### src/rtl/kot_pkg.sv
// ----------------------------------------------------------------------------
// kot_pkg
// shared types, token codes and character helpers for the tokenizer
// ----------------------------------------------------------------------------
`default_nettype none

package kot_pkg;

	// defaults for the top level parameters
	localparam int MAX_TOKEN_LEN_DEF = 63;
	localparam int POS_BITS_DEF      = 16;

	// candidate result slots per byte, results actually possible per byte
	localparam int NCAND      = 4;
	localparam int MAX_RES    = 3;
	localparam int NAME_BYTES = 8;

	// result queue, power of two deep
	localparam int Q_DEPTH = 4;

	// token type codes
	localparam logic [4:0] TT_EOF      = 5'd0;
	localparam logic [4:0] TT_NUM      = 5'd1;
	localparam logic [4:0] TT_NAME     = 5'd2;
	localparam logic [4:0] TT_PRINT    = 5'd3;
	localparam logic [4:0] TT_IF       = 5'd4;
	localparam logic [4:0] TT_ELSE     = 5'd5;
	localparam logic [4:0] TT_END      = 5'd6;
	localparam logic [4:0] TT_THEN     = 5'd7;
	localparam logic [4:0] TT_FUNCTION = 5'd8;
	localparam logic [4:0] TT_RETURN   = 5'd9;
	localparam logic [4:0] TT_PLUS     = 5'd10;
	localparam logic [4:0] TT_MINUS    = 5'd11;
	localparam logic [4:0] TT_STAR     = 5'd12;
	localparam logic [4:0] TT_SLASH    = 5'd13;
	localparam logic [4:0] TT_LPAREN   = 5'd14;
	localparam logic [4:0] TT_RPAREN   = 5'd15;
	localparam logic [4:0] TT_ASSIGN   = 5'd16;
	localparam logic [4:0] TT_EQEQ     = 5'd17;
	localparam logic [4:0] TT_NE       = 5'd18;
	localparam logic [4:0] TT_GT       = 5'd19;
	localparam logic [4:0] TT_LT       = 5'd20;
	localparam logic [4:0] TT_UNKNOWN  = 5'd21;

	// characters with a role of their own
	localparam logic [7:0] CH_NUL  = 8'h00;
	localparam logic [7:0] CH_BANG = 8'h21;
	localparam logic [7:0] CH_EQ   = 8'h3D;

	// keywords, first byte in the low bits
	localparam logic [63:0] KW_PRINT    = 64'h0000_0074_6E69_7270;
	localparam logic [63:0] KW_IF       = 64'h0000_0000_0000_6669;
	localparam logic [63:0] KW_ELSE     = 64'h0000_0000_6573_6C65;
	localparam logic [63:0] KW_END      = 64'h0000_0000_0064_6E65;
	localparam logic [63:0] KW_THEN     = 64'h0000_0000_6E65_6874;
	localparam logic [63:0] KW_FUNCTION = 64'h6E6F_6974_636E_7566;
	localparam logic [63:0] KW_RETURN   = 64'h0000_6E72_7574_6572;

	typedef enum logic [2:0] {
		MODE_IDLE,
		MODE_NUM,
		MODE_NAME,
		MODE_EQ,
		MODE_BANG
	} scan_mode_t;

	typedef struct packed {
		logic [7:0] ch;
		logic       is_final;
	} tok_in_t;

	typedef struct packed {
		logic [4:0]  token_type;
		logic [15:0] start_pos;
		logic [5:0]  tok_len;
		logic        too_long;
		logic        run_end;
	} tok_out_t;

	typedef struct packed {
		logic     vld;
		tok_out_t tok;
	} cand_t;

	typedef cand_t [NCAND-1:0] cand_vec_t;

	function automatic logic is_digit(logic [7:0] c);
		return (c >= 8'h30) && (c <= 8'h39);
	endfunction

	function automatic logic is_alpha(logic [7:0] c);
		return ((c >= 8'h61) && (c <= 8'h7A)) || ((c >= 8'h41) && (c <= 8'h5A));
	endfunction

	function automatic logic is_space(logic [7:0] c);
		return (c == 8'h20) || ((c >= 8'h09) && (c <= 8'h0D));
	endfunction

	// single byte operators, anything else is unknown
	function automatic logic [4:0] op_type(logic [7:0] c);
		logic [4:0] t;
		case (c)
			8'h2B: t = TT_PLUS;
			8'h2D: t = TT_MINUS;
			8'h2A: t = TT_STAR;
			8'h2F: t = TT_SLASH;
			8'h28: t = TT_LPAREN;
			8'h29: t = TT_RPAREN;
			8'h3E: t = TT_GT;
			8'h3C: t = TT_LT;
			default: t = TT_UNKNOWN;
		endcase
		return t;
	endfunction

	// short_ok: at most eight bytes and not saturated
	function automatic logic [4:0] classify_name(logic short_ok, logic [3:0] len,
			logic [63:0] name);
		logic [4:0] t;
		t = TT_NAME;
		if (short_ok) begin
			if (len == 4'd5 && name == KW_PRINT) t = TT_PRINT;
			if (len == 4'd2 && name == KW_IF) t = TT_IF;
			if (len == 4'd4 && name == KW_ELSE) t = TT_ELSE;
			if (len == 4'd3 && name == KW_END) t = TT_END;
			if (len == 4'd4 && name == KW_THEN) t = TT_THEN;
			if (len == 4'd8 && name == KW_FUNCTION) t = TT_FUNCTION;
			if (len == 4'd6 && name == KW_RETURN) t = TT_RETURN;
		end
		return t;
	endfunction

	function automatic tok_out_t mk_tok(logic [4:0] tt, logic [15:0] start,
			logic [5:0] len, logic ovf);
		tok_out_t t;
		t.token_type = tt;
		t.start_pos  = start;
		t.tok_len    = len;
		t.too_long   = ovf;
		t.run_end    = 1'b0;
		return t;
	endfunction

	// token closed by whatever follows it
	function automatic tok_out_t flush_tok(scan_mode_t mode, logic [15:0] start,
			logic [5:0] len, logic ovf, logic short_ok, logic [3:0] len4,
			logic [63:0] name);
		tok_out_t t;
		case (mode)
			MODE_NUM:  t = mk_tok(TT_NUM, start, len, ovf);
			MODE_NAME: t = mk_tok(classify_name(short_ok, len4, name), start, len, ovf);
			MODE_EQ:   t = mk_tok(TT_ASSIGN, start, 6'd1, 1'b0);
			MODE_BANG: t = mk_tok(TT_UNKNOWN, start, 6'd1, 1'b0);
			default:   t = mk_tok(TT_EOF, start, 6'd0, 1'b0);
		endcase
		return t;
	endfunction

endpackage

`default_nettype wire

### src/rtl/keyword_operator_tokenizer.sv
// ----------------------------------------------------------------------------
// keyword_operator_tokenizer
// streaming tokenizer: source bytes in, typed tokens with offset and length out
// ----------------------------------------------------------------------------
// The block takes one source byte per transaction and can take a new byte in
// every cycle while src_ready is high. Each byte is decided in the cycle it is
// accepted: it may extend the open token, close it, start a new one, or produce
// a one-byte operator or end token, giving zero to three tokens. Those tokens
// are registered into a four-entry result queue and leave one per cycle while
// tok_ready is high. The source side keeps flowing while the queue holds at
// most one token, so with tok_ready held high a steady stream that yields a
// token per byte, or fewer, runs at one byte per cycle; bytes that yield two or
// three are paced by the single output port. A zero byte, or a byte flagged
// final, ends the text with an end token and the next byte starts at offset 0.
// ----------------------------------------------------------------------------
`default_nettype none

module keyword_operator_tokenizer import kot_pkg::*; #(
	parameter int MAX_TOKEN_LEN = MAX_TOKEN_LEN_DEF,
	parameter int POS_BITS      = POS_BITS_DEF
) (
	input  logic     clk,
	input  logic     arst_n,
	// source bytes
	input  logic     src_valid,
	output logic     src_ready,
	input  tok_in_t  src_data,
	// tokens
	output logic     tok_valid,
	input  logic     tok_ready,
	output tok_out_t tok_data
);

	logic      take;
	cand_vec_t cands;

	// a byte is taken whenever the queue has room for its worst case
	assign take = src_valid && src_ready;

	// scan state and per-byte decision
	kot_scan #(
		.MAX_TOKEN_LEN(MAX_TOKEN_LEN),
		.POS_BITS     (POS_BITS)
	) u_scan (
		.clk   (clk),
		.arst_n(arst_n),
		.take  (take),
		.item  (src_data),
		.cands (cands)
	);

	// result queue decouples token output from byte input
	kot_rq u_rq (
		.clk      (clk),
		.arst_n   (arst_n),
		.push_en  (take),
		.cands    (cands),
		.space_ok (src_ready),
		.out_valid(tok_valid),
		.out_ready(tok_ready),
		.out_data (tok_data)
	);

endmodule

`default_nettype wire

### src/rtl/kot_scan.sv
// ----------------------------------------------------------------------------
// kot_scan
// scan state and per-byte token decision, up to four candidate slots a byte
// ----------------------------------------------------------------------------
`default_nettype none

module kot_scan import kot_pkg::*; #(
	parameter int MAX_TOKEN_LEN = MAX_TOKEN_LEN_DEF,
	parameter int POS_BITS      = POS_BITS_DEF
) (
	input  logic      clk,
	input  logic      arst_n,
	input  logic      take,
	input  tok_in_t   item,
	output cand_vec_t cands
);

	localparam int CNT_W = $clog2(MAX_TOKEN_LEN + 1);

	scan_mode_t          mode_q, mode_n;
	logic [POS_BITS-1:0] start_q, start_n;
	logic [CNT_W-1:0]    cnt_q, cnt_n;
	logic                ovf_q, ovf_n;
	logic [63:0]         name_q, name_n;
	logic [POS_BITS-1:0] pos_q, pos_n;

	logic                c_digit, c_alpha, c_space;
	logic                ext, beg, ended, old_short, new_short;
	logic [POS_BITS-1:0] pos_inc;
	logic [NCAND-1:0]    cvld;

	assign c_digit = is_digit(item.ch);
	assign c_alpha = is_alpha(item.ch);
	assign c_space = is_space(item.ch);
	assign pos_inc = pos_q + POS_BITS'(1);
	assign old_short = !ovf_q && (cnt_q <= CNT_W'(NAME_BYTES));
	assign new_short = !ovf_n && (cnt_n <= CNT_W'(NAME_BYTES));

	always_comb begin
		cands   = '0;
		mode_n  = mode_q;
		start_n = start_q;
		cnt_n   = cnt_q;
		ovf_n   = ovf_q;
		name_n  = name_q;
		pos_n   = pos_q;
		ext     = 1'b0;
		beg     = 1'b0;
		ended   = 1'b0;

		if ((mode_q == MODE_NUM && c_digit) ||
			(mode_q == MODE_NAME && (c_alpha || c_digit))) begin
			ext = 1'b1;
		end else if ((mode_q == MODE_EQ || mode_q == MODE_BANG) && item.ch == CH_EQ) begin
			// two byte operator
			cands[0].vld = 1'b1;
			cands[0].tok = mk_tok((mode_q == MODE_EQ) ? TT_EQEQ : TT_NE,
				16'(start_q), 6'd2, 1'b0);
			mode_n = MODE_IDLE;
		end else begin
			// close pending token, then look at the byte on its own
			cands[0].vld = (mode_q != MODE_IDLE);
			cands[0].tok = flush_tok(mode_q, 16'(start_q), 6'(cnt_q), ovf_q,
				old_short, 4'(cnt_q), name_q);
			mode_n = MODE_IDLE;
			if (item.ch == CH_NUL) begin
				cands[1].vld = 1'b1;
				cands[1].tok = mk_tok(TT_EOF, 16'(pos_q), 6'd0, 1'b0);
				ended = 1'b1;
			end else if (c_space) begin
				mode_n = MODE_IDLE;
			end else if (c_digit) begin
				beg    = 1'b1;
				mode_n = MODE_NUM;
			end else if (c_alpha) begin
				beg    = 1'b1;
				mode_n = MODE_NAME;
			end else if (item.ch == CH_EQ) begin
				beg    = 1'b1;
				mode_n = MODE_EQ;
			end else if (item.ch == CH_BANG) begin
				beg    = 1'b1;
				mode_n = MODE_BANG;
			end else begin
				cands[1].vld = 1'b1;
				cands[1].tok = mk_tok(op_type(item.ch), 16'(pos_q), 6'd1, 1'b0);
			end
		end

		// new token starts here
		if (beg) begin
			start_n = pos_q;
			cnt_n   = '0;
			ovf_n   = 1'b0;
			name_n  = '0;
		end

		// append the byte, keep first eight bytes, saturate the count
		if (ext || beg) begin
			if (cnt_n < CNT_W'(NAME_BYTES))
				name_n = name_n | (64'(item.ch) << {cnt_n[2:0], 3'b000});
			if (cnt_n < CNT_W'(MAX_TOKEN_LEN))
				cnt_n = cnt_n + CNT_W'(1);
			else
				ovf_n = 1'b1;
		end

		if (!ended) begin
			pos_n = pos_inc;
			if (item.is_final) begin
				cands[2].vld = (mode_n != MODE_IDLE);
				cands[2].tok = flush_tok(mode_n, 16'(start_n), 6'(cnt_n), ovf_n,
					new_short, 4'(cnt_n), name_n);
				cands[3].vld = 1'b1;
				cands[3].tok = mk_tok(TT_EOF, 16'(pos_inc), 6'd0, 1'b0);
				ended = 1'b1;
			end
		end

		// end of text, next byte begins a fresh text at offset zero
		if (ended) begin
			mode_n  = MODE_IDLE;
			start_n = '0;
			cnt_n   = '0;
			ovf_n   = 1'b0;
			name_n  = '0;
			pos_n   = '0;
		end

		// mark the last result of this byte
		if (cands[3].vld)
			cands[3].tok.run_end = 1'b1;
		else if (cands[1].vld)
			cands[1].tok.run_end = 1'b1;
		else if (cands[0].vld)
			cands[0].tok.run_end = 1'b1;
	end

	always_ff @(posedge clk or negedge arst_n) begin
		if (!arst_n) begin
			mode_q  <= MODE_IDLE;
			start_q <= '0;
			cnt_q   <= '0;
			ovf_q   <= 1'b0;
			name_q  <= '0;
			pos_q   <= '0;
		end else if (take) begin
			mode_q  <= mode_n;
			start_q <= start_n;
			cnt_q   <= cnt_n;
			ovf_q   <= ovf_n;
			name_q  <= name_n;
			pos_q   <= pos_n;
		end
	end

	always_comb begin
		for (int i = 0; i < NCAND; i++)
			cvld[i] = cands[i].vld;
	end

	a_text_end_resets: assert property (@(posedge clk) disable iff (!arst_n)
		(take && (item.ch == CH_NUL || item.is_final)) |=>
		(pos_q == '0 && mode_q == MODE_IDLE))
		else $error("text end did not return scan state to start");

	a_open_token_counted: assert property (@(posedge clk) disable iff (!arst_n)
		(mode_q != MODE_IDLE) |-> (cnt_q != '0))
		else $error("open token with zero length");

	a_results_per_byte: assert property (@(posedge clk) disable iff (!arst_n)
		take |-> ($countones(cvld) <= MAX_RES))
		else $error("byte produced too many tokens");

endmodule

`default_nettype wire

### src/rtl/kot_rq.sv
// ----------------------------------------------------------------------------
// kot_rq
// result queue, takes up to four packed-down tokens a cycle, gives one while out_ready
// ----------------------------------------------------------------------------
`default_nettype none

module kot_rq import kot_pkg::*; (
	input  logic      clk,
	input  logic      arst_n,
	input  logic      push_en,
	input  cand_vec_t cands,
	output logic      space_ok,
	output logic      out_valid,
	input  logic      out_ready,
	output tok_out_t  out_data
);

	localparam int PTR_W = $clog2(Q_DEPTH);
	localparam int CNT_W = $clog2(Q_DEPTH + 1);

	tok_out_t         mem_q [Q_DEPTH];
	logic [PTR_W-1:0] wp_q, rp_q;
	logic [CNT_W-1:0] cnt_q;
	logic [PTR_W-1:0] off [NCAND];
	logic [CNT_W-1:0] push_n;
	logic             pop;

	// slot offsets: valid candidates ahead of each one
	always_comb begin
		push_n = '0;
		for (int i = 0; i < NCAND; i++) begin
			off[i] = PTR_W'(push_n);
			if (cands[i].vld)
				push_n = push_n + CNT_W'(1);
		end
		if (!push_en)
			push_n = '0;
	end

	assign space_ok  = (cnt_q <= CNT_W'(Q_DEPTH - MAX_RES));
	assign out_valid = (cnt_q != '0);
	assign out_data  = mem_q[rp_q];
	assign pop       = out_valid && out_ready;

	always_ff @(posedge clk) begin
		for (int i = 0; i < NCAND; i++) begin
			if (push_en && cands[i].vld)
				mem_q[wp_q + off[i]] <= cands[i].tok;
		end
	end

	always_ff @(posedge clk or negedge arst_n) begin
		if (!arst_n) begin
			wp_q  <= '0;
			rp_q  <= '0;
			cnt_q <= '0;
		end else begin
			wp_q  <= wp_q + PTR_W'(push_n);
			if (pop)
				rp_q <= rp_q + PTR_W'(1);
			cnt_q <= cnt_q + push_n - CNT_W'(pop);
		end
	end

	a_no_overrun: assert property (@(posedge clk) disable iff (!arst_n)
		(int'(cnt_q) + int'(push_n)) <= Q_DEPTH)
		else $error("result queue overrun");

	a_count_bound: assert property (@(posedge clk) disable iff (!arst_n)
		cnt_q <= CNT_W'(Q_DEPTH))
		else $error("result queue count out of range");

	a_pop_only: assert property (@(posedge clk) disable iff (!arst_n)
		(pop && push_n == '0) |=> (cnt_q == $past(cnt_q) - CNT_W'(1)))
		else $error("result queue count lost a pop");

endmodule

`default_nettype wire

### config.mk
export PLATFORM = sky130hd
export DESIGN_NAME = keyword_operator_tokenizer
export DESIGN_NICKNAME = d
export VERILOG_FILES = /design/src/rtl/kot_pkg.sv /design/src/rtl/keyword_operator_tokenizer.sv /design/src/rtl/kot_scan.sv /design/src/rtl/kot_rq.sv
export SDC_FILE = /design/constraint.sdc
export NUM_CORES = 1
export LEC_CHECK = 0
export BUFFER_PORTS_ARGS = -buffer_cell sky130_fd_sc_hd__buf_2
export CORE_MARGIN = 5
export CORE_UTILIZATION = 58
export DETAILED_ROUTE_END_ITERATION = 16
export PLACE_DENSITY = 0.75
export SETUP_SLACK_MARGIN = 0.15
export SLEW_MARGIN = 20
export SYNTH_ARGS = -nofsm -noshare
export SYNTH_HDL_FRONTEND = slang
export SYNTH_SLANG_ARGS = --single-unit
### constraint.sdc
create_clock -name clk -period 6.5 [get_ports clk]
set_clock_uncertainty 0.05 [all_clocks]
set_input_delay 0.65 -clock clk [delete_from_list [all_inputs] [get_ports clk]]
set_output_delay 0.65 -clock clk [all_outputs]
set_load 0.01 [all_outputs]
Word-level counts from Yosys, hierarchy flattened. Memories as Yosys holds them, arrays and structs flattened. Cells that the tools add are included.

Add/subtract/negate cells: 12. Multiply operators: 0. Divide/modulo/power cells: 0. Magnitude comparators: 13. Eq/ne operators: 46. Shifts and indexed selects: 1. Mux-type cells: 92. Bitwise logic cells: 1. Reductions and logical operators: 43.

Operators by type and width (count): $eq 64x31->1 const B (4); $mux 64 (4); $mux 30 (8); $pmux 29 s4 (2); $mux 60 (3); $eq 64x15->1 const B (2); $eq 64x23->1 const B (2); $eq 64x39->1 const B (2); $eq 64x47->1 const B (2); $eq 64x63->1 const B (2); $eq 8x6->1 const B (11); $mux 16 (4); $or 64x64->64 (1); $shl 8x6->64 (1); $mux 3 (21); $pmux 5 s8 (1); $mux 1 (36); $logic_and 1x1->1 (29); $mux 29 (1); $reduce_or 29->1 (1); $eq 4x3->1 const B (6); $mux 6 (4); $add 16x1->16 const B (1); $eq 4x2->1 const B (4); 31 further kinds (56).

Register bits after elaboration: 113. Bits in latches: 0. Memory bits (writable): 116. Memory bits (read-only): 0. Input port bits: 13. Output and inout port bits: 31. Logic and storage cells: 218. Memories: 1.

Memories: u_rq.mem_q (depth 4, bits a word 29, rd ports 1, clocked after Yosys merged registers in 0, write ports 3, line kot_rq.sv:21) `tok_out_t mem_q [Q_DEPTH];`.

Logic depth before layout (Yosys ltp). Gate-level depths: netlist of run 1.

Depth after elaboration: 33. Mapped depth: 19. Depth with buffers taken out: 17.

Cells and area by module. From an unflattened synthesis of run 1, not the netlist that was laid out.

Cell total of the unflattened synthesis: 1969. Area, all modules: 17425.5 um^2.

Modules (own cells, without submodules): kot_rq (instances 1, cells an instance 919, area an instance 9246.4 um^2, sequential area each 3658.5 um^2); kot_scan (instances 1, cells an instance 1049, area an instance 8172.8 um^2, sequential area each 2652.5 um^2); keyword_operator_tokenizer (instances 1, cells an instance 1, area an instance 6.3 um^2, sequential area each 0.0 um^2).

Worst setup path after synthesis of run 1. Ideal clock, no wire load.

Kind: input to register. Start: in src_data[2] (netlist bit). End: mem u_rq.mem_q[1][0] (netlist bit), enable pin. Setup time: 0.376 ns. Data arrival time: 4.176 ns. Required time: 6.074 ns. Setup slack: 1.898 ns. Stages: 15. Buffers on the path: 3. Path through: buf_2 or3_4 o221ai_2 buf_4 nand2_1 nor3_1 o21ai_1 ha_1 mux2i_1 ha_1 xor2_1 xor2_1 nand3_1 clkbuf_1 nand3_1.

RTL lines: start: declaration (line keyword_operator_tokenizer.sv:27) `input tok_in_t src_data,`; end: declaration (line kot_rq.sv:21).

==> results of run 1 <==
[critical path, cell delays in order]
cell and delay, ps:
buf_2 250, or3_4 460, o221ai_2 550, nand2_1 230
nor3_1 210, o21ai_1 300, ha_1 470, mux2i_1 160
ha_1 180, xor2_1 250, xor2_1 360, nand3_2 670
buf_4 490, a21oi_1 170, o21ai_0 80
[worst max path at each step]
stage,slack [ps],startpoint,end
final,1240,src_data[1],u_rq.mem_q[1][0]
after global routing,880,src_data[1],u_rq.mem_q[1][0]
after CTS,1290,src_data[1],u_rq.mem_q[1][0]
after detailed placement,740,src_data[1],u_rq.mem_q[1][0]
after global placement,910,src_data[1],u_rq.mem_q[1][0]
after floorplan,1900,src_data[2],u_rq.mem_q[1][0]
[power by group through the flow]
stage | clock, mW | sequential, mW | combinational [mW]
3_5_place_dp | 0 | 2.08 | 2.07
6_report | 1.42 | 2.07 | 2.11
5_1_grt | 1.50 | 2.09 | 2.28
3_3_place_gp | 0 | 2.07 | 2.02
2_1_floorplan | 0 | 1.92 | 1.52
4_1_cts | 1.43 | 2.05 | 2.08
[final cells by class]
cell class | count | area [um2] | area share, %
multi-input cells | 1350 | 8470 | 52.3
clock buffers | 27 | 643 | 3.97
well taps | 330 | 413 | 2.55
clock inverters | 18 | 175 | 1.08
flip-flops and latches | 229 | 5830 | 36.0
repair buffers | 91 | 603 | 3.72
inverters | 17 | 63.8 | 0.394
[layout by cell type (no fill, tap or decap), types with 12 or more instances in the layout]
| cell type | instances |
|---|---|
| or4_1 | 12 |
| nand4_1 | 33 |
| nor3_1 | 52 |
| a22oi_1 | 21 |
| and2_1 | 20 |
| buf_2 | 42 |
| dfxtp_1 | 48 |
| and3_1 | 29 |
| a311oi_1 | 64 |
| buf_4 | 47 |
| edfxtp_1 | 68 |
| nand3_1 | 36 |
| clkbuf_16 | 25 |
| or3_1 | 13 |
| o211ai_1 | 19 |
| nand2_1 | 199 |
| a31oi_1 | 29 |
| nor2_1 | 221 |
| inv_1 | 15 |
| mux2i_1 | 12 |
| xor2_1 | 21 |
| a22o_1 | 28 |
| dfrtp_1 | 111 |
| o21ai_0 | 121 |
| a211oi_1 | 31 |
| mux4_2 | 29 |
| nor4_1 | 20 |
| a21oi_1 | 135 |
| o22ai_1 | 12 |
[sequential cells by signal, summed over array words and instances (netlist names)]
signal          flops
u_scan.mode_q       3
u_scan.start_q     16
u_rq.wp_q           2
u_rq.mem_q        116
u_scan.name_q      64
u_scan.cnt_q        6
u_scan.pos_q       16
u_scan.ovf_q        1
u_rq.rp_q           2
u_rq.cnt_q          3
[routing by layer]
layer  routed length (um)  vias to the layer above  GRT usage (%)
li1                     -                     6534              -
met1                20000                     7081           49.0
met2                23700                     1144           56.4
met3                 6640                      288           7.87
met4                 3830                        0           19.1
met5                    0                        -              0
[cell families after synthesis]
family	Yosys count	share of synthesized area, %
flops	229	39.2
xor+xnor	32	1.94
mux	45	5.50
simple gates	719	23.4
fa+ha+maj	12	1.06
compound gates	542	24.6
buf+inv	155	4.27
[stage by stage]
stage | setup WS (ps) | area, um2
2_1_floorplan | 1900 | 14900
3_3_place_gp | 905 | 15400
3_5_place_dp | 737 | 15400
4_1_cts | 1290 | 16200
5_1_grt | 882 | 16200
6_report | 1240 | 16200
==> results.yml, run 1 <==
status:
  outcome: "finished, final reports clean"
worst_setup_path:
  r2r_end: "u_rq.mem_q[1][0]"
  rrSetupSlack_ps: 1500
  arrival_ps: 5480
  worstReg2RegStart: "u_scan.mode_q[1]"
  rr_worst_depth: 15
  start_kind: "input port"
  cp.required_ps: 6720
  end_kind: "flop"
  worst-path-max-fanout: 34
  critical_path_class: "input port to flop"
routing:
  wl_um: 54100
  viasPerCell: 7.30
  num_vias: 15047
  wl_per_cell_um: 26.2
  ant_nets: 0
  drc: 0
  dr.pass1.iters: 6
  drt_iter0_markers: 2430
synthesis:
  synthCells: 1734
  yosys.area.top_type: "dfrtp_1"
  synthTopCellsByCount: "nor2_1, nand2_1, a21oi_1"
  avgSynthCellArea_um2: 8.58
  synth.most_common_cell: "nor2_1"
  async_reset_ff_share_pct: 49.3
  synth_ff_type: "dfrtp_1"
  syn_area_um2: 14900
  seq_area_frac_synth_pct: 39.2
  yosysTopAreaCellShare_pct: 19.0
  synth_area_leaders: "dfrtp_1, edfxtp_1, dfxtp_1, nor2_1, nand2_1"
  yosysWarningCount: 0
  ys_ff_latch: 229
  synth_cell_types: 95
  synth_nets: 1759
  synth_enable_flop_cells: 68
clocking:
  cts_max_level: 1
  holdBufCountCts: 0
  cts_post_setup_buffers_inserted: 0
  numCtsBuffers: 25
  cts_tree: "done"
  clock-root-buffer: "clkbuf_16"
  clk_latency_ps: 550
  clk_pin_slew_worst_paths_ps: 70
  cts-resized-gates: 0
  cts_sinks: 229
  cts_buffer_depth: 3
timing:
  rsz0062_at_grt: "no"
  worstMarginPinSlew_ps: 1300
  timing.final.crit_period_ps: 5260
  worst_hold_slack_ps: 87.8
  fin_tns_setup_ps: 0
  drv_slew: 0
  fin_crit_sh_pct: 80.9
  maxSlewHeadroom_pct: 12.7
  setup_viol: 0
  max_freq_mhz: 190
  final_hold_viol_count: 0
global_route:
  grt_pass1_vias: 13965
  grt_max_degree: 68
  antenna_found_initial: 0
  grt_first_pass_wirelength_um: 83700
  track_usage_pct: 36.7
  grt_overflow: 0
power_and_ir_drop:
  sequentialPowerShare_pct: 36.9
  swShare_pct: 39.0
  leakage_nw: 6.12
  clkPwrFrac_pct: 25.4
  p_switching_mw: 2.19
  power_density_nw_per_um2: 346
  finalPower_mw: 5.61
  comb_power_share_pct: 37.7
  peakVddDrop_v: 0.000285
  p_int_mw: 3.42
die:
  core_area_um2: 25200
  fp.dieH_um: 170
  die_x_um: 170
  io_pins: 44
  die_area_um2: 28900
  fp-row-count: 58
  start_util_pct: 59.0
cells_and_area:
  area_growth_syn_to_layout_pct: 8.98
  finalNetCount: 1739
  drive_above_1_share_pct: 12.1
  num-fill-cells: 2089
  fin_util_pct: 64.3
  fin_cells: 2062
  antenna_cells: 0
place:
  place_inst: 2017
  place_congestion: 1.13
  portBuffers: 43
  hpwlAfterDp_um: 37600
run:
  drv_cap: 0
min_path:
  hold_path_class: "input port to asynchronous set/reset pin"
No activity file was read; power rests on OpenSTA's default activity.
==> run 2: changes to the inputs <==
- ABC_AREA: default -> 1
- clock period: 6.5 -> 5.4 ns (I/O delays scaled with it)
==> run 2 against run 1 <==
  * Non-clock buffer count down 16
  * Via count increased by 5.1%
  * Setup slack lost 540 ps
  * Core utilization decreased by 0.46 points
  * Hold slack worse by 39 ps
  * Combinational power grew 110%
  * Wire length down 1.0%
  * Count of clock-buffer cells in the layout grew 8
  * Highest routed layer unchanged
==> results.yml, run 2 <==
status:
  outcome: "finished, final reports clean"
worst_setup_path:
  cp.required_ps: 5760
  worst-path-max-fanout: 24
  r2r_end: "u_rq.mem_q[3][7]"
  arrival_ps: 5060
  critical_path_class: "input port to flop"
  rr_worst_depth: 19
  end_kind: "flop"
  start_kind: "input port"
  worstReg2RegStart: "u_scan.mode_q[2]"
  rrSetupSlack_ps: 920
power_and_ir_drop:
  peakVddDrop_v: 0.000480
  power_density_nw_per_um2: 561
  leakage_nw: 6.70
timing:
  fin_crit_sh_pct: 87.1
  final_hold_viol_count: 0
  setup_viol: 0
  timing.final.crit_period_ps: 4700
  timing.final.ws_setup_ps: 698
  max_freq_mhz: 213
  drv_slew: 0
  maxSlewHeadroom_pct: 28.9
  fin_tns_setup_ps: 0
  worstMarginPinSlew_ps: 1060
  rsz0062_at_grt: "no"
synthesis:
  synthTopCellsByCount: "nand2_1, nor2_1, inv_1"
  synth.most_common_cell: "nand2_1"
  ys_ff_latch: 229
  avgSynthCellArea_um2: 6.97
  synth_nets: 2177
  async_reset_ff_share_pct: 49.3
  synth_area_leaders: "dfrtp_1, edfxtp_1, nand2_1, nor2_1, o21ai_0"
  synthCells: 2152
  yosysWarningCount: 0
  synth_cell_types: 53
  seq_area_frac_synth_pct: 38.9
  synth_enable_flop_cells: 68
  yosysTopAreaCellShare_pct: 18.9
  yosys.area.top_type: "dfrtp_1"
  syn_area_um2: 15000
  synth_ff_type: "dfrtp_1"
routing:
  dr.pass1.iters: 9
  wl_per_cell_um: 21.5
  ant_nets: 0
  viasPerCell: 6.35
  drc: 0
  drt_iter0_markers: 2006
  wl_um: 53600
  num_vias: 15813
clocking:
  numCtsBuffers: 26
  clk_pin_slew_worst_paths_ps: 60
  cts_post_setup_buffers_inserted: 0
  cts-resized-gates: 0
  cts_sinks: 229
  cts_tree: "done"
  clock-root-buffer: "clkbuf_16"
  clk_latency_ps: 550
  holdBufCountCts: 0
  cts_buffer_depth: 3
  cts_max_level: 1
die:
  die_x_um: 171
  fp.dieH_um: 171
  fp-row-count: 58
  start_util_pct: 59.2
  die_area_um2: 29200
  core_area_um2: 25300
  io_pins: 44
place:
  portBuffers: 43
  hpwlAfterDp_um: 38100
  place_ws_ps: 331
  place_congestion: 1.01
global_route:
  grt_overflow: 0
  grt_first_pass_wirelength_um: 82100
  grt_max_degree: 118
  antenna_found_initial: 0
  grt_pass1_vias: 14740
  track_usage_pct: 35.8
cells_and_area:
  largest_register_ffs: 116
  area_growth_syn_to_layout_pct: 7.95
  antenna_cells: 0
  layout_commonest_cell: "nand2_1"
  final_cell_mix: "nand2_1, nor2_1, inv_1, o21ai_0, o22ai_1"
  drive_above_1_share_pct: 9.12
  finalNetCount: 2168
run:
  drv_cap: 0
min_path:
  hold_path_class: "input port to asynchronous set/reset pin"
==> run 2: cells by family (layout without fill, tap and decap cells) <==
family	Yosys count	count (layout)	share of synthesized area, %
xor gates and xnor gates	24	24	1.45
and+or+nand+nor	1023	1023	29.6
buffers and inverters	363	372	9.78
DFF	229	229	38.9
adders and majority gates	12	12	1.05
muxes	1	1	0.0668
AOI/OAI and AO/OA	500	500	19.1
==> run 2: worst max-delay path by stage <==
| stage | startpoint | end | slack [ps] | depth (start not counted) |
|---|---|---|---|---|
| floorplan | src_data[2] | u_rq.mem_q[0][0] | 1070 | 20 |
| global placement | src_data[1] | u_rq.mem_q[3][7] | 520 | 22 |
| finish | src_data[1] | u_rq.mem_q[3][7] | 700 | 22 |
| global route | src_data[1] | u_rq.mem_q[3][7] | 460 | 22 |
| detailed placement | src_data[1] | u_rq.mem_q[3][7] | 330 | 22 |
| CTS | src_data[1] | u_rq.mem_q[3][7] | 890 | 22 |
==> run 2: worst max-delay path, cell delays in order <==
cell and delay, ps:
buf_2 280, nor2_2 100, inv_1 80, nor3_1 50, nand2_1 110, inv_1 90, nor2_1 650, inv_2 280
nor2_1 210, inv_1 120, nor2_4 160, nand2_1 80, o21ai_0 80, ha_1 180, xor2_1 240, xnor2_2 140
nor2_2 400, inv_1 510, nand2_1 290, inv_2 130, a221oi_1 270, nor2_1 70
==> run 2: through the flow <==
stage | total power, mW | hold WS [ps] | area, um2 | instances | util, %
final | 9.07 | 48.7 | 16200 | 2491 | 63.9
after global routing | 9.63 | 112 | 16200 | 2491 | 63.9
after global placement | 7.06 | 401 | 15300 | 2445 | 60.6
after CTS | 8.96 | 67.5 | 16200 | 2491 | 63.9
after detailed placement | 7.19 | 409 | 15300 | 2445 | 60.6
after floorplan | 5.81 | 194 | 15000 | 2152 | -
==> run 2: routing by layer <==
metal	track usage [%]	part of all wire (%)	wire, um	vias up
li1	-	-	-	7261
met4	16.9	5.3	2840	0
met3	4.34	8.4	4500	201
met5	0	0	0	-
met1	45.5	38	20400	7443
met2	61.2	48	25800	908
==> run 2: layout make-up <==
| cell class | instances | area [um2] |
|---|---|---|
| fill | 2244 | 9150 |
| timing repair buffer | 75 | 462 |
| inverter | 251 | 943 |
| sequential | 229 | 5830 |
| tap | 330 | 413 |
| clock inverter | 11 | 125 |
| clock buffer | 35 | 704 |
| multi-input combinational | 1560 | 7700 |
==> run 2: power by group <==
part	switching [mW]	internal, mW
clock network	0.746	1.01
logic	3.08	1.38
registers	0.378	2.48
